===== config.mk =====
export PLATFORM = sky130hd
export DESIGN_NAME = ppp_mul_q
export DESIGN_NICKNAME = d
export VERILOG_FILES = /design/src/design/ppp_pkg.sv /design/src/design/ppp_mul_q.sv
export SDC_FILE = /design/constraint.sdc
export NUM_CORES = 2
export LEC_CHECK = 0
export ABC_CLOCK_PERIOD_IN_PS = 23500
export BUFFER_PORTS_ARGS = -buffer_cell sky130_fd_sc_hd__buf_4
export CAP_MARGIN = 20
export CELL_PAD_IN_SITES_DETAIL_PLACEMENT = 1
export CELL_PAD_IN_SITES_GLOBAL_PLACEMENT = 1
export CORE_MARGIN = 4
export CORE_UTILIZATION = 32
export DETAILED_ROUTE_END_ITERATION = 6
export GPL_TIMING_DRIVEN = 1
export PLACE_DENSITY = 0.55
export SLEW_MARGIN = 25
export SYNTH_ARGS = -nofsm -noshare
export SYNTH_HDL_FRONTEND = slang
export SYNTH_SLANG_ARGS = --single-unit

===== constraint.sdc =====
create_clock -name clk -period 23.5 [get_ports clk]
set_clock_uncertainty 0.05 [all_clocks]
set_input_delay 4.7 -clock clk [delete_from_list [all_inputs] [get_ports clk]]
set_output_delay 4.7 -clock clk [all_outputs]
set_load 0.01 [all_outputs]

===== src/design/ppp_pkg.sv =====
// shared constants, types and codes for the perspective point projector
// no dependencies; every other design file imports this package
`default_nettype none

package ppp_pkg;

  // arithmetic format
  localparam int VALUE_WIDTH_DEF = 32;
  localparam int FRAC_BITS       = 16;
  localparam int COEF_W          = 32;
  localparam int COORD_W         = 32;
  localparam int OUT_W           = 32;
  localparam int SIZE_W          = 15;
  localparam int INDEX_W         = 5;
  localparam int STATUS_W        = 2;

  // configuration port
  localparam int CFG_ADDR_W = 3;
  localparam int CFG_DATA_W = 32;
  localparam logic REG_SCREEN_WIDTH  = 1'b0;
  localparam logic REG_SCREEN_HEIGHT = 1'b1;
  localparam logic [SIZE_W-1:0] SCREEN_WIDTH_RST  = 15'd1920;
  localparam logic [SIZE_W-1:0] SCREEN_HEIGHT_RST = 15'd1080;

  // operation codes
  localparam logic OP_LOAD    = 1'b0;
  localparam logic OP_PROJECT = 1'b1;

  // result status codes
  typedef enum logic [STATUS_W-1:0] {
    ST_VISIBLE = 2'd0,
    ST_BEHIND  = 2'd1,
    ST_ZERO_W  = 2'd2,
    ST_GUARD   = 2'd3
  } status_t;

  // quotient magnitude of an ndc divide, with guard flag and sign
  typedef struct packed {
    logic                 over;
    logic                 neg;
    logic [FRAC_BITS:0]   mag;
  } ndc_q_t;

endpackage

`default_nettype wire


===== src/design/ppp_mul_q.sv =====
// two-stage signed fixed point multiply: floor of product, saturated to W bits
// depends on ppp_pkg; the operand is split into two 32x32 partial products
`default_nettype none

module ppp_mul_q import ppp_pkg::*; #(
  parameter int AW = COORD_W,
  parameter int W  = VALUE_WIDTH_DEF
) (
  input  wire logic                     clk,
  input  wire logic                     en,
  input  wire logic signed [AW-1:0]     a,
  input  wire logic signed [COEF_W-1:0] b,
  output logic signed [W-1:0]           p
);

  localparam logic [80:0] MAXU = (81'(1) << (W - 1)) - 81'(1);
  localparam logic [W-1:0] VMAX = {1'b0, {(W - 1){1'b1}}};
  localparam logic [W-1:0] VMIN = {1'b1, {(W - 1){1'b0}}};

  logic [AW-1:0]     a_mag;
  logic [COEF_W-1:0] b_mag;
  logic [63:0]       a_ext;
  logic [63:0]       lo_r, hi_r;
  logic              neg_r;
  logic [95:0]       full;
  logic [80:0]       q1;
  logic              rnd;
  logic [W-1:0]      p_nxt;

  // magnitudes and partial products
  assign a_mag = a[AW-1] ? (~a + 1'b1) : a;
  assign b_mag = b[COEF_W-1] ? (~b + 1'b1) : b;
  assign a_ext = 64'(a_mag);

  always_ff @(posedge clk) begin
    if (en) begin
      lo_r  <= 64'(a_ext[31:0]) * 64'(b_mag);
      hi_r  <= 64'(a_ext[63:32]) * 64'(b_mag);
      neg_r <= a[AW-1] ^ b[COEF_W-1];
    end
  end

  // combine, drop fraction bits with floor, saturate
  always_comb begin
    full = {hi_r, 32'b0} + {32'b0, lo_r};
    rnd  = neg_r & (|full[FRAC_BITS-1:0]);
    q1   = {1'b0, full[95:FRAC_BITS]} + 81'(rnd);
    if (neg_r) begin
      p_nxt = (q1 > MAXU) ? VMIN : (~q1[W-1:0] + 1'b1);
    end else begin
      p_nxt = (q1 > MAXU) ? VMAX : q1[W-1:0];
    end
  end

  always_ff @(posedge clk) begin
    if (en) begin
      p <= p_nxt;
    end
  end

endmodule

`default_nettype wire


==> impl_metrics.py <==
metrics = {
    "placement": {
        "port_buffers": 97,
        "place_congestion": 0.873,
        "dp.final_hpwl_um": 121000,
        "pre_cts_ws_ns": 7.30,
    },
    "outcome": {
        "status": "complete, no violations",
    },
    "global_route": {
        "globalRouteMet2Util_pct": 41.2,
        "busiest_layer": "met2",
        "grt_pass1_vias": 33275,
        "grt_use_met3_pct": 1.98,
        "grt_max_degree": 64,
        "use_met1_pct": 30.5,
        "grt_pass1_wl_um": 218000,
        "track_usage_pct": 23.2,
        "grt_remaining_overflow": 0,
        "antenna_found_initial": 5,
    },
    "synth": {
        "yosysSeqAreaShare_pct": 7.51,
        "ys_ff_latch": 97,
        "syn-instance-count": 4361,
        "netlist.top_cell.by_area": "fa_1",
        "ys.flop_type": "edfxtp_1",
        "synth.most_common_cell": "inv_1",
        "ys_top_cells_by_area": "fa_1 46%, inv_1 8.8%, ha_1 8.7%, edfxtp_1 7.5%, nor2_1 6.2%",
        "syn_area_per_cell_um2": 8.89,
        "synth_warnings": 0,
        "synthDistinctLibCells": 82,
        "synth_top_cell_area_share_pct": 46.3,
        "synth_common_cells": "907 x inv_1, 896 x fa_1, 644 x nor2_1, 539 x nand2_1, 269 x ha_1",
        "synth.cell_area_mm2": 0.0388,
        "synth-edff-count": 97,
        "synth_nets": 5592,
        "async_reset_ff_share_pct": 0,
    },
    "timing": {
        "finalSetupViolCount": 0,
        "period_needed_ns": 15.78,
        "drv_slew": 0,
        "hold_violations": 0,
        "worst_pin_slew_ns": 1.12,
        "rsz0062_at_grt": "no",
        "finalCritPeriodShare_pct": 67.2,
        "setup_slack_ns": 7.72,
        "maxSlewHeadroom_pct": 24.9,
        "fmax_mhz": 63.4,
        "finalSetupTns_ns": 0,
    },
    "setup_path": {
        "required_ns": 23.59,
        "crit_start": "a[4]",
        "worstRegToRegCells": 17,
        "path_common_cell": "fa_1",
        "r2r_slack_ns": 17.00,
        "startpoint_type": "primary input",
        "endpoint_kind": "flop",
        "max_stage_delay_ns": 0.83,
        "worstReg2RegStart": "neg_r",
        "arrival_ns": 15.87,
        "cp_slowest_cell": "o31ai_1",
        "crit_fanout": 15,
        "critPathKind": "primary input to flop",
        "crit_end": "lo_r[61]",
        "r2r_end": "p[10]",
    },
    "floorplanning": {
        "core-area_mm2": 0.120,
        "initial_core_util_pct": 32.3,
        "die_height_um": 356,
        "die_x_um": 356,
        "ios": 98,
        "num_rows": 127,
        "die_area_mm2": 0.127,
    },
    "cts": {
        "cts_tree": "done",
        "clk_path_buf_depth": 2,
        "cts_sinks": 97,
        "root_buffer": "clkbuf_16",
        "cts-hold-fix-buffers": 0,
        "cts_made_buffers": 9,
        "cts_resized": 0,
        "cts_setup_buffers": 0,
        "clock_latency_ns": 0.41,
        "cts_max_level": 3,
        "clk_pin_slew_ns": 0.09,
    },
    "cells_and_area": {
        "nFillCells": 14169,
        "multi_input_area_mm2": 0.0322,
        "layout-drive-gt1-share_pct": 7.51,
        "fin_nets": 5633,
        "area_growth_pct": 9.72,
        "ff_latch_area_mm2": 0.00291,
    },
    "drt": {
        "wl_per_cell_um": 24.0,
        "routed_wl_um": 145000,
        "viasPerCell": 4.99,
        "drt_pre_antenna_iters": 5,
        "drc": 0,
        "num_vias": 30071,
        "drtAntennaViolNets": 0,
        "drtIter0Drc": 1413,
    },
    "worst_hold_path": {
        "hold_depth": 3,
        "hold_path_class": "flop to flop",
    },
    "run": {
        "drv_cap": 0,
    },
}
## cells in the final DEF, fill, tap and decap left out, drive strengths merged, types with 9 or more instances in the layout
master / n
a31oi: 12
buf: 221
and3: 13
edfxtp: 97
o21bai: 10
o21a: 18
ha: 269
o31ai: 16
a21oi: 79
nor2: 645
nor4: 20
o22ai: 27
a21o: 22
xor2: 98
nand2b: 20
fa: 896
nor3: 42
o31a: 12
o211ai: 16
or3: 9
nand2: 539
clkbuf: 9
inv: 910
o21ai: 72
nand3: 56
xnor2: 123
or4: 22
nand4: 26
## worst min-delay path by stage
stage,start,end,slack (ns)
after CTS,lo_r[27],p[11],0.85
final,lo_r[27],p[11],0.82
after global routing,lo_r[27],p[11],0.87
after floorplan,lo_r[27],p[11],0.68
after detailed placement,lo_r[27],p[11],0.84
after global placement,lo_r[27],p[11],0.85
## cell families (layout without fill, tap and decap cells)
logic type	Yosys count	in the layout	synth area share (%)
other	0	3	0
adders and majority gates	1165	1165	54.9
muxes	13	13	0.361
DFF	97	97	7.51
xor gates and xnor gates	221	221	5.05
AOI/OAI and AO/OA	330	330	5.58
buffers and inverters	1099	1145	10.9
and+or+nand+nor	1436	1436	15.7
## per-layer routing
metal  wire, um  up-vias
met5         18        -
met4       4210        2
met3       4650      122
met2      73600      534
met1      62200    16158
li1           -    13255
## per-stage QoR
stage | hold slack, ns | area, um^2 | std cells | utilization [%]
detailed placement | 0.837 | 42200 | 6003 | 35.1
floorplan | 0.683 | 38800 | 4361 | -
global route | 0.875 | 42600 | 6022 | 35.4
global placement | 0.848 | 42200 | 6003 | 35.1
finish | 0.817 | 42600 | 6022 | 35.4
CTS | 0.849 | 42500 | 6019 | 35.4
## state kept, by name, summed over array words and instances, names as in the netlist
name	flops
p	32
neg_r	1
lo_r	64
## area by class of cell
cell class	instances	share of cell area, %
diodes	3	0.0176
clock buffers	9	0.529
clock inverters	7	0.221
inverters	908	8.01
multi-input cells	3165	75.7
flip-flops and latches	97	6.85
well taps	1612	4.74
repair buffers	221	3.90
## worst max-delay path: cells and delay by family
kind | cells | cell delay, ns
simple gates | 8 | 2.41
buf+inv | 7 | 0.77
xor+xnor | 1 | 0.49
fa+ha+maj | 9 | 4.43
compound gates | 10 | 3.02
Power is not shown: default switching activity piles up to over one toggle a cycle in this logic, so the estimate is an artifact.
