File: src/design/ppp_pkg.sv
// shared constants, types and codes for the perspective point projector
// no dependencies; every other design file imports this package
`default_nettype none

package ppp_pkg;

  // arithmetic format
  localparam int VALUE_WIDTH_DEF = 32;
  localparam int FRAC_BITS       = 16;
  localparam int COEF_W          = 32;
  localparam int COORD_W         = 32;
  localparam int OUT_W           = 32;
  localparam int SIZE_W          = 15;
  localparam int INDEX_W         = 5;
  localparam int STATUS_W        = 2;

  // configuration port
  localparam int CFG_ADDR_W = 3;
  localparam int CFG_DATA_W = 32;
  localparam logic REG_SCREEN_WIDTH  = 1'b0;
  localparam logic REG_SCREEN_HEIGHT = 1'b1;
  localparam logic [SIZE_W-1:0] SCREEN_WIDTH_RST  = 15'd1920;
  localparam logic [SIZE_W-1:0] SCREEN_HEIGHT_RST = 15'd1080;

  // operation codes
  localparam logic OP_LOAD    = 1'b0;
  localparam logic OP_PROJECT = 1'b1;

  // result status codes
  typedef enum logic [STATUS_W-1:0] {
    ST_VISIBLE = 2'd0,
    ST_BEHIND  = 2'd1,
    ST_ZERO_W  = 2'd2,
    ST_GUARD   = 2'd3
  } status_t;

  // quotient magnitude of an ndc divide, with guard flag and sign
  typedef struct packed {
    logic                 over;
    logic                 neg;
    logic [FRAC_BITS:0]   mag;
  } ndc_q_t;

endpackage

`default_nettype wire

File: src/design/ppp_ndc_div.sv
// pipelined restoring divide giving |n|/|d| with FRAC_BITS fraction bits
// depends on ppp_pkg; one quotient bit per stage
`default_nettype none

module ppp_ndc_div import ppp_pkg::*; #(
  parameter int W = VALUE_WIDTH_DEF
) (
  input  wire logic                clk,
  input  wire logic                en,
  input  wire logic signed [W-1:0] n,
  input  wire logic signed [W-1:0] d,
  output ndc_q_t                   res
);

  localparam int FB = FRAC_BITS;

  logic [W-1:0]  mn, md;
  logic          ip;
  logic [W-1:0]  rem_r [FB+1];
  logic [W-1:0]  md_r  [FB+1];
  logic [FB:0]   q_r   [FB+1];
  logic          over_r[FB+1];
  logic          neg_r [FB+1];

  // integer part: a quotient of two or more fails the guard band anyway
  assign mn = n[W-1] ? (~n + 1'b1) : n;
  assign md = d[W-1] ? (~d + 1'b1) : d;
  assign ip = (mn >= md);

  always_ff @(posedge clk) begin
    if (en) begin
      rem_r[0]  <= ip ? (mn - md) : mn;
      md_r[0]   <= md;
      q_r[0]    <= (FB + 1)'(ip);
      over_r[0] <= ({1'b0, mn} >= {md, 1'b0});
      neg_r[0]  <= n[W-1] ^ d[W-1];
    end
  end

  // fraction bits, one per stage
  for (genvar k = 1; k <= FB; k++) begin : g_step
    logic [W:0] t;
    logic       ge;
    logic [W:0] diff;

    assign t    = {rem_r[k-1], 1'b0};
    assign ge   = (t >= {1'b0, md_r[k-1]});
    assign diff = t - {1'b0, md_r[k-1]};

    always_ff @(posedge clk) begin
      if (en) begin
        rem_r[k]  <= ge ? diff[W-1:0] : t[W-1:0];
        md_r[k]   <= md_r[k-1];
        q_r[k]    <= {q_r[k-1][FB-1:0], ge};
        over_r[k] <= over_r[k-1];
        neg_r[k]  <= neg_r[k-1];
      end
    end
  end

  assign res.over = over_r[FB];
  assign res.neg  = neg_r[FB];
  assign res.mag  = q_r[FB];

endmodule

`default_nettype wire

File: config.mk
export PLATFORM = sky130hd
export DESIGN_NAME = ppp_ndc_div
export DESIGN_NICKNAME = d
export VERILOG_FILES = /design/src/design/ppp_pkg.sv /design/src/design/ppp_ndc_div.sv
export SDC_FILE = /design/constraint.sdc
export NUM_CORES = 2
export LEC_CHECK = 0
export ABC_AREA = 1
export BUFFER_PORTS_ARGS = -buffer_cell sky130_fd_sc_hd__buf_2
export CAP_MARGIN = 0
export CORE_MARGIN = 2
export CORE_UTILIZATION = 41
export CTS_BUF_LIST = sky130_fd_sc_hd__clkbuf_2
export DETAILED_ROUTE_END_ITERATION = 7
export GPL_TIMING_DRIVEN = 0
export PLACE_DENSITY = 0.61
export SKIP_LAST_GASP = 1
export SLEW_MARGIN = 15
export SYNTH_ARGS = -nofsm -noshare
export SYNTH_HDL_FRONTEND = slang
export SYNTH_SLANG_ARGS = --single-unit
File: constraint.sdc
create_clock -name clk -period 5.5 [get_ports clk]
set_clock_uncertainty 0.05 [all_clocks]
set_input_delay 0.55 -clock clk [delete_from_list [all_inputs] [get_ports clk]]
set_output_delay 0.55 -clock clk [all_outputs]
set_load 0.005 [all_outputs]
==> impl.org <==
** STA
- The number of failing hold endpoints at the final stage was 0.
- Number of pins exceeding their max-slew limit in the final report :: 0
- RSZ-0062 raised after global routing :: no
- Static timing analysis puts the maximum clock frequency at 0.190 GHz.
- After routing, the total negative slack on setup checks comes to 0 ns.
- For the pin with the worst max-slew slack, the measured transition is 1.26 ns.
- Of the available clock period, the critical path in the final layout requires 95.7%.
- The worst path meets setup with 0.236 ns of slack.
- For the finished layout, the period the worst path requires is 5.26 ns.
- Setup violations remaining at the end of the flow were counted as 0.
- Max_slew headroom :: 16.1%

** Route
- Antenna-violating nets left :: 0
- WL/cell :: 19.6 um
- TritonRoute pass-1 iters :: 8
- In the routed design, unresolved DRC markers number 0.
- The routed design has 228,000 um of wire.
- Dividing the detail-routed via count by the number of cells gives 5.19.
- Number of DRC violations after detailed-routing iteration 0 :: 4,691
- Total number of vias :: 60.2k

** Floorplanning
- The die is 432 um tall.
- After floorplanning, the core was divided into 157 placement rows.
- The total area inside the core boundary comes to 183,000 sq um.
- Total die area :: 187,000 sq um
- From left edge to right edge, the die measures 432 um.
- I/O pin total :: 85
- Initial Utilization :: 41.1%

** Synth
- EDFF count, synth :: 1,211
- After synthesis the netlist holds a flip-flop and latch count of 1,211.
- For this run, the number of Yosys warnings is 0.
- The synthesized netlist occupies a cell area of 75,200 sq um.
- After synthesis, the mean cell area works out to 9.02 sq um.
- Most instantiated flip-flop cell in the synthesis netlist :: sky130_fd_sc_hd__edfxtp_1
- Count of unique library cells instantiated by Yosys :: 60
- After synthesis, the share of flip-flops with an asynchronous set or reset is 0%.
- Of the synthesized area, sequential elements account for 48.4%.
- Counting every instance in the synthesized netlist gives 8,334.
- When the netlist entered floorplanning its net count stood at 8,989.

** GRT
- Global routing used 24.2% of the available tracks across all layers.
- Initial antenna violation count :: 4
- Global-route wire length before repair :: 346,000 um
- Largest net degree at the start of global routing :: 165
- Vias in the first global route :: 59.4k
- Summed over all layers, the global routing overflow is 0.

** Placed design
- Post-detail-place hpwl :: 179,000 um
- Once placement completed, the tool counted placed cells totaling 10.8k.
- Setup Slack @ Placement :: 0.277 ns
- Global placement routability congestion :: 0.935
- In this run the tool buffered the top-level ports with 84 buffer cells.
- Placed cell areas :: 78,800 sq um

** Pwr
- Power spread over the standard cell area amounts to 563 nW/um^2.
- Leak Pwr :: 37.6 nW
- Worst supply voltage drop on vdd :: 0.211 mV

** Worst setup path
- Required time at the worst-slack endpoint :: 6.87 ns
- Critical Path AT :: 6.63 ns
- The worst setup path is captured at a register.
- STA classifies the critical path startpoint as an input port.
- Along the worst path, the maximum fanout reaches 10.
- The setup path with the least slack is of type in -> reg.

** Hold path
- Worst min-delay path category :: in -> reg

** Clocking
- The number of clock buffers added by TritonCTS is 334.
- The clock net in this run drives a total of 1,211 sinks.
- Clock latency reported for the late side of the worst-skew pair :: 1.80 ns
- The H-tree was split into 5 levels.
- Clock root buffer :: sky130_fd_sc_hd__clkbuf_2
- The clock passes through at most 4 buffers.
- TritonCTS clock tree :: built
- Clock slew at the register clock pins of the worst setup and hold paths :: 0.11 ns

** Cells and area
- Cells fill 46.1% of the core in the end.
- Leaving out fill and tap cells, the most frequent cells in the layout are sky130_fd_sc_hd__nand2_1 (2,293), sky130_fd_sc_hd__edfxtp_1 (1,211), sky130_fd_sc_hd__inv_1 (1,124).
- Final design instance area without fill :: 84,100 sq um
- For this run, the number of standard cells in the final layout without fillers is 11.6k.
- Net count, final :: 9,647
- Ratio of cells with drive above 1 in the final layout :: 9.46%
- # fillers :: 17.9k
- From synthesis to final layout, the design area changed by 11.9%.
- The library cell used most frequently in the layout, excluding fill and tap cells, is sky130_fd_sc_hd__nand2_1.

** Run status
- The run finished with clean final reports.

** Job
- Count of maximum capacitance violations :: 0
-- layout make-up --
class | count | area (sq um) | area share [%]
Timing Repair Buffer | 322 | 2970 | 3.53
Tap cell | 2385 | 2980 | 3.55
Buffer | 125 | 812 | 0.965
Inverter | 1136 | 4270 | 5.07
Multi-Input combinational cell | 5862 | 33800 | 40.1
Antenna cell | 11 | 27.5 | 0.0327
Clock buffer | 455 | 2280 | 2.71
Clock inverter | 106 | 676 | 0.803
Sequential cell | 1211 | 36400 | 43.2
-- metrics by stage --
step / hold WS, ns / power [mW]
2_1_floorplan: 0.350 / 32.4
3_3_place_gp: 0.351 / 40.7
3_5_place_dp: 0.355 / 40.5
4_1_cts: 0.0186 / 47.5
5_1_grt: 0.127 / 51.2
6_report: 0.207 / 47.3
-- sequential cells by signal, summed over array words and instances (netlist names) --
register	flops
q_r	153
md_r	512
rem_r	512
neg_r	17
over_r	17
-- synthesized netlist by cell type, types with 42 or more instances --
cell / number / area share [%]
sky130_fd_sc_hd__nand2_1: 2293 / 11
sky130_fd_sc_hd__edfxtp_1: 1211 / 48
sky130_fd_sc_hd__inv_1: 1125 / 5.6
sky130_fd_sc_hd__a21oi_1: 596 / 4.0
sky130_fd_sc_hd__ha_1: 573 / 9.5
sky130_fd_sc_hd__nor2_1: 567 / 2.8
sky130_fd_sc_hd__o21ai_0: 406 / 2.7
sky130_fd_sc_hd__xor2_1: 311 / 3.6
sky130_fd_sc_hd__xnor2_1: 181 / 2.1
sky130_fd_sc_hd__nand3_1: 173 / 1.2
sky130_fd_sc_hd__a31oi_1: 100 / 0.83
sky130_fd_sc_hd__nand4_1: 96 / 0.80
sky130_fd_sc_hd__nor3_1: 68 / 0.45
sky130_fd_sc_hd__buf_2: 58 / 0.39
sky130_fd_sc_hd__o21ai_1: 47 / 0.31
sky130_fd_sc_hd__buf_4: 46 / 0.46
sky130_fd_sc_hd__nor4_1: 45 / 0.37
sky130_fd_sc_hd__o21bai_1: 43 / 0.43
sky130_fd_sc_hd__a221oi_1: 42 / 0.49
-- timing repair --
item | 4_1_cts | 5_1_grt
hold endpoints to repair | 662 | 0
hold buffers | 229 | 0
endpoints found under the setup margin | 0 | 23
gates resized for setup | 0 | 6
buffers inserted | 0 | 1
-- report_power, final --
| part | internal [mW] | total [mW] | switching [mW] |
|---|---|---|---|
| Clock | 2.66 | 6.54 | 3.88 |
| Sequential | 13.9 | 15.7 | 1.88 |
| Combinational | 8.69 | 25.0 | 16.4 |
| Total | 25.2 | 47.3 | 22.1 |
-- kinds of logic after synthesis --
logic type | synth area share, %
buf+inv | 6.76
xor+xnor | 5.73
compound gates | 11.2
simple gates | 18.0
fa+ha+maj | 9.96
flops | 48.4
-- final timing paths --
kind / endpoint / cells past startpoint / from / slack, ns
setup / recovery: rem_r[0][20]$_DFFE_PP_ / 25 / n[0] / 0.24
hold / removal: rem_r[0][1]$_DFFE_PP_ / 6 / n[1] / 0.21
setup reg to reg: rem_r[0][103]$_DFFE_PP_ / 14 / rem_r[0][65]$_DFFE_PP_ / 1.95
hold reg to reg: q_r[0][213]$_DFFE_PP_ / 0 / q_r[0][195]$_DFFE_PP_ / 0.29
-- worst max-delay path: stages --
cell                            delay [ns]
sky130_fd_sc_hd__dlygate4sd3_1        0.55
sky130_fd_sc_hd__buf_2                0.13
sky130_fd_sc_hd__dlygate4sd3_1        0.59
sky130_fd_sc_hd__inv_2                0.15
sky130_fd_sc_hd__ha_1                 0.22
sky130_fd_sc_hd__nand3_2              0.17
sky130_fd_sc_hd__nor2_4               0.18
sky130_fd_sc_hd__nand3_2              0.12
sky130_fd_sc_hd__nor2_1               0.23
sky130_fd_sc_hd__nand3_2              0.18
sky130_fd_sc_hd__nand2_1              0.14
sky130_fd_sc_hd__o21a_1               0.15
sky130_fd_sc_hd__xor2_1               0.23
sky130_fd_sc_hd__dlygate4sd3_1        0.66
sky130_fd_sc_hd__inv_1                0.08
sky130_fd_sc_hd__ha_1                 0.38
sky130_fd_sc_hd__nand2_1              0.15
sky130_fd_sc_hd__o21ai_1              0.15
sky130_fd_sc_hd__a221oi_2             0.26
sky130_fd_sc_hd__buf_4                0.17
sky130_fd_sc_hd__nand4_4              0.23
sky130_fd_sc_hd__buf_6                0.24
sky130_fd_sc_hd__nand3_1              0.07
sky130_fd_sc_hd__nand2_1              0.06
sky130_fd_sc_hd__dlygate4sd3_1        0.57
-- routing by layer --
layer	vias to the layer above	track usage [%]	part of all wire (%)
li1	29800	-	-
met2	1761	41.9	49
met5	-	0	0
met1	28200	30.4	43
met4	0	9.52	3.8
met3	467	3.41	4.6
Power figures use the tool's default switching activity.
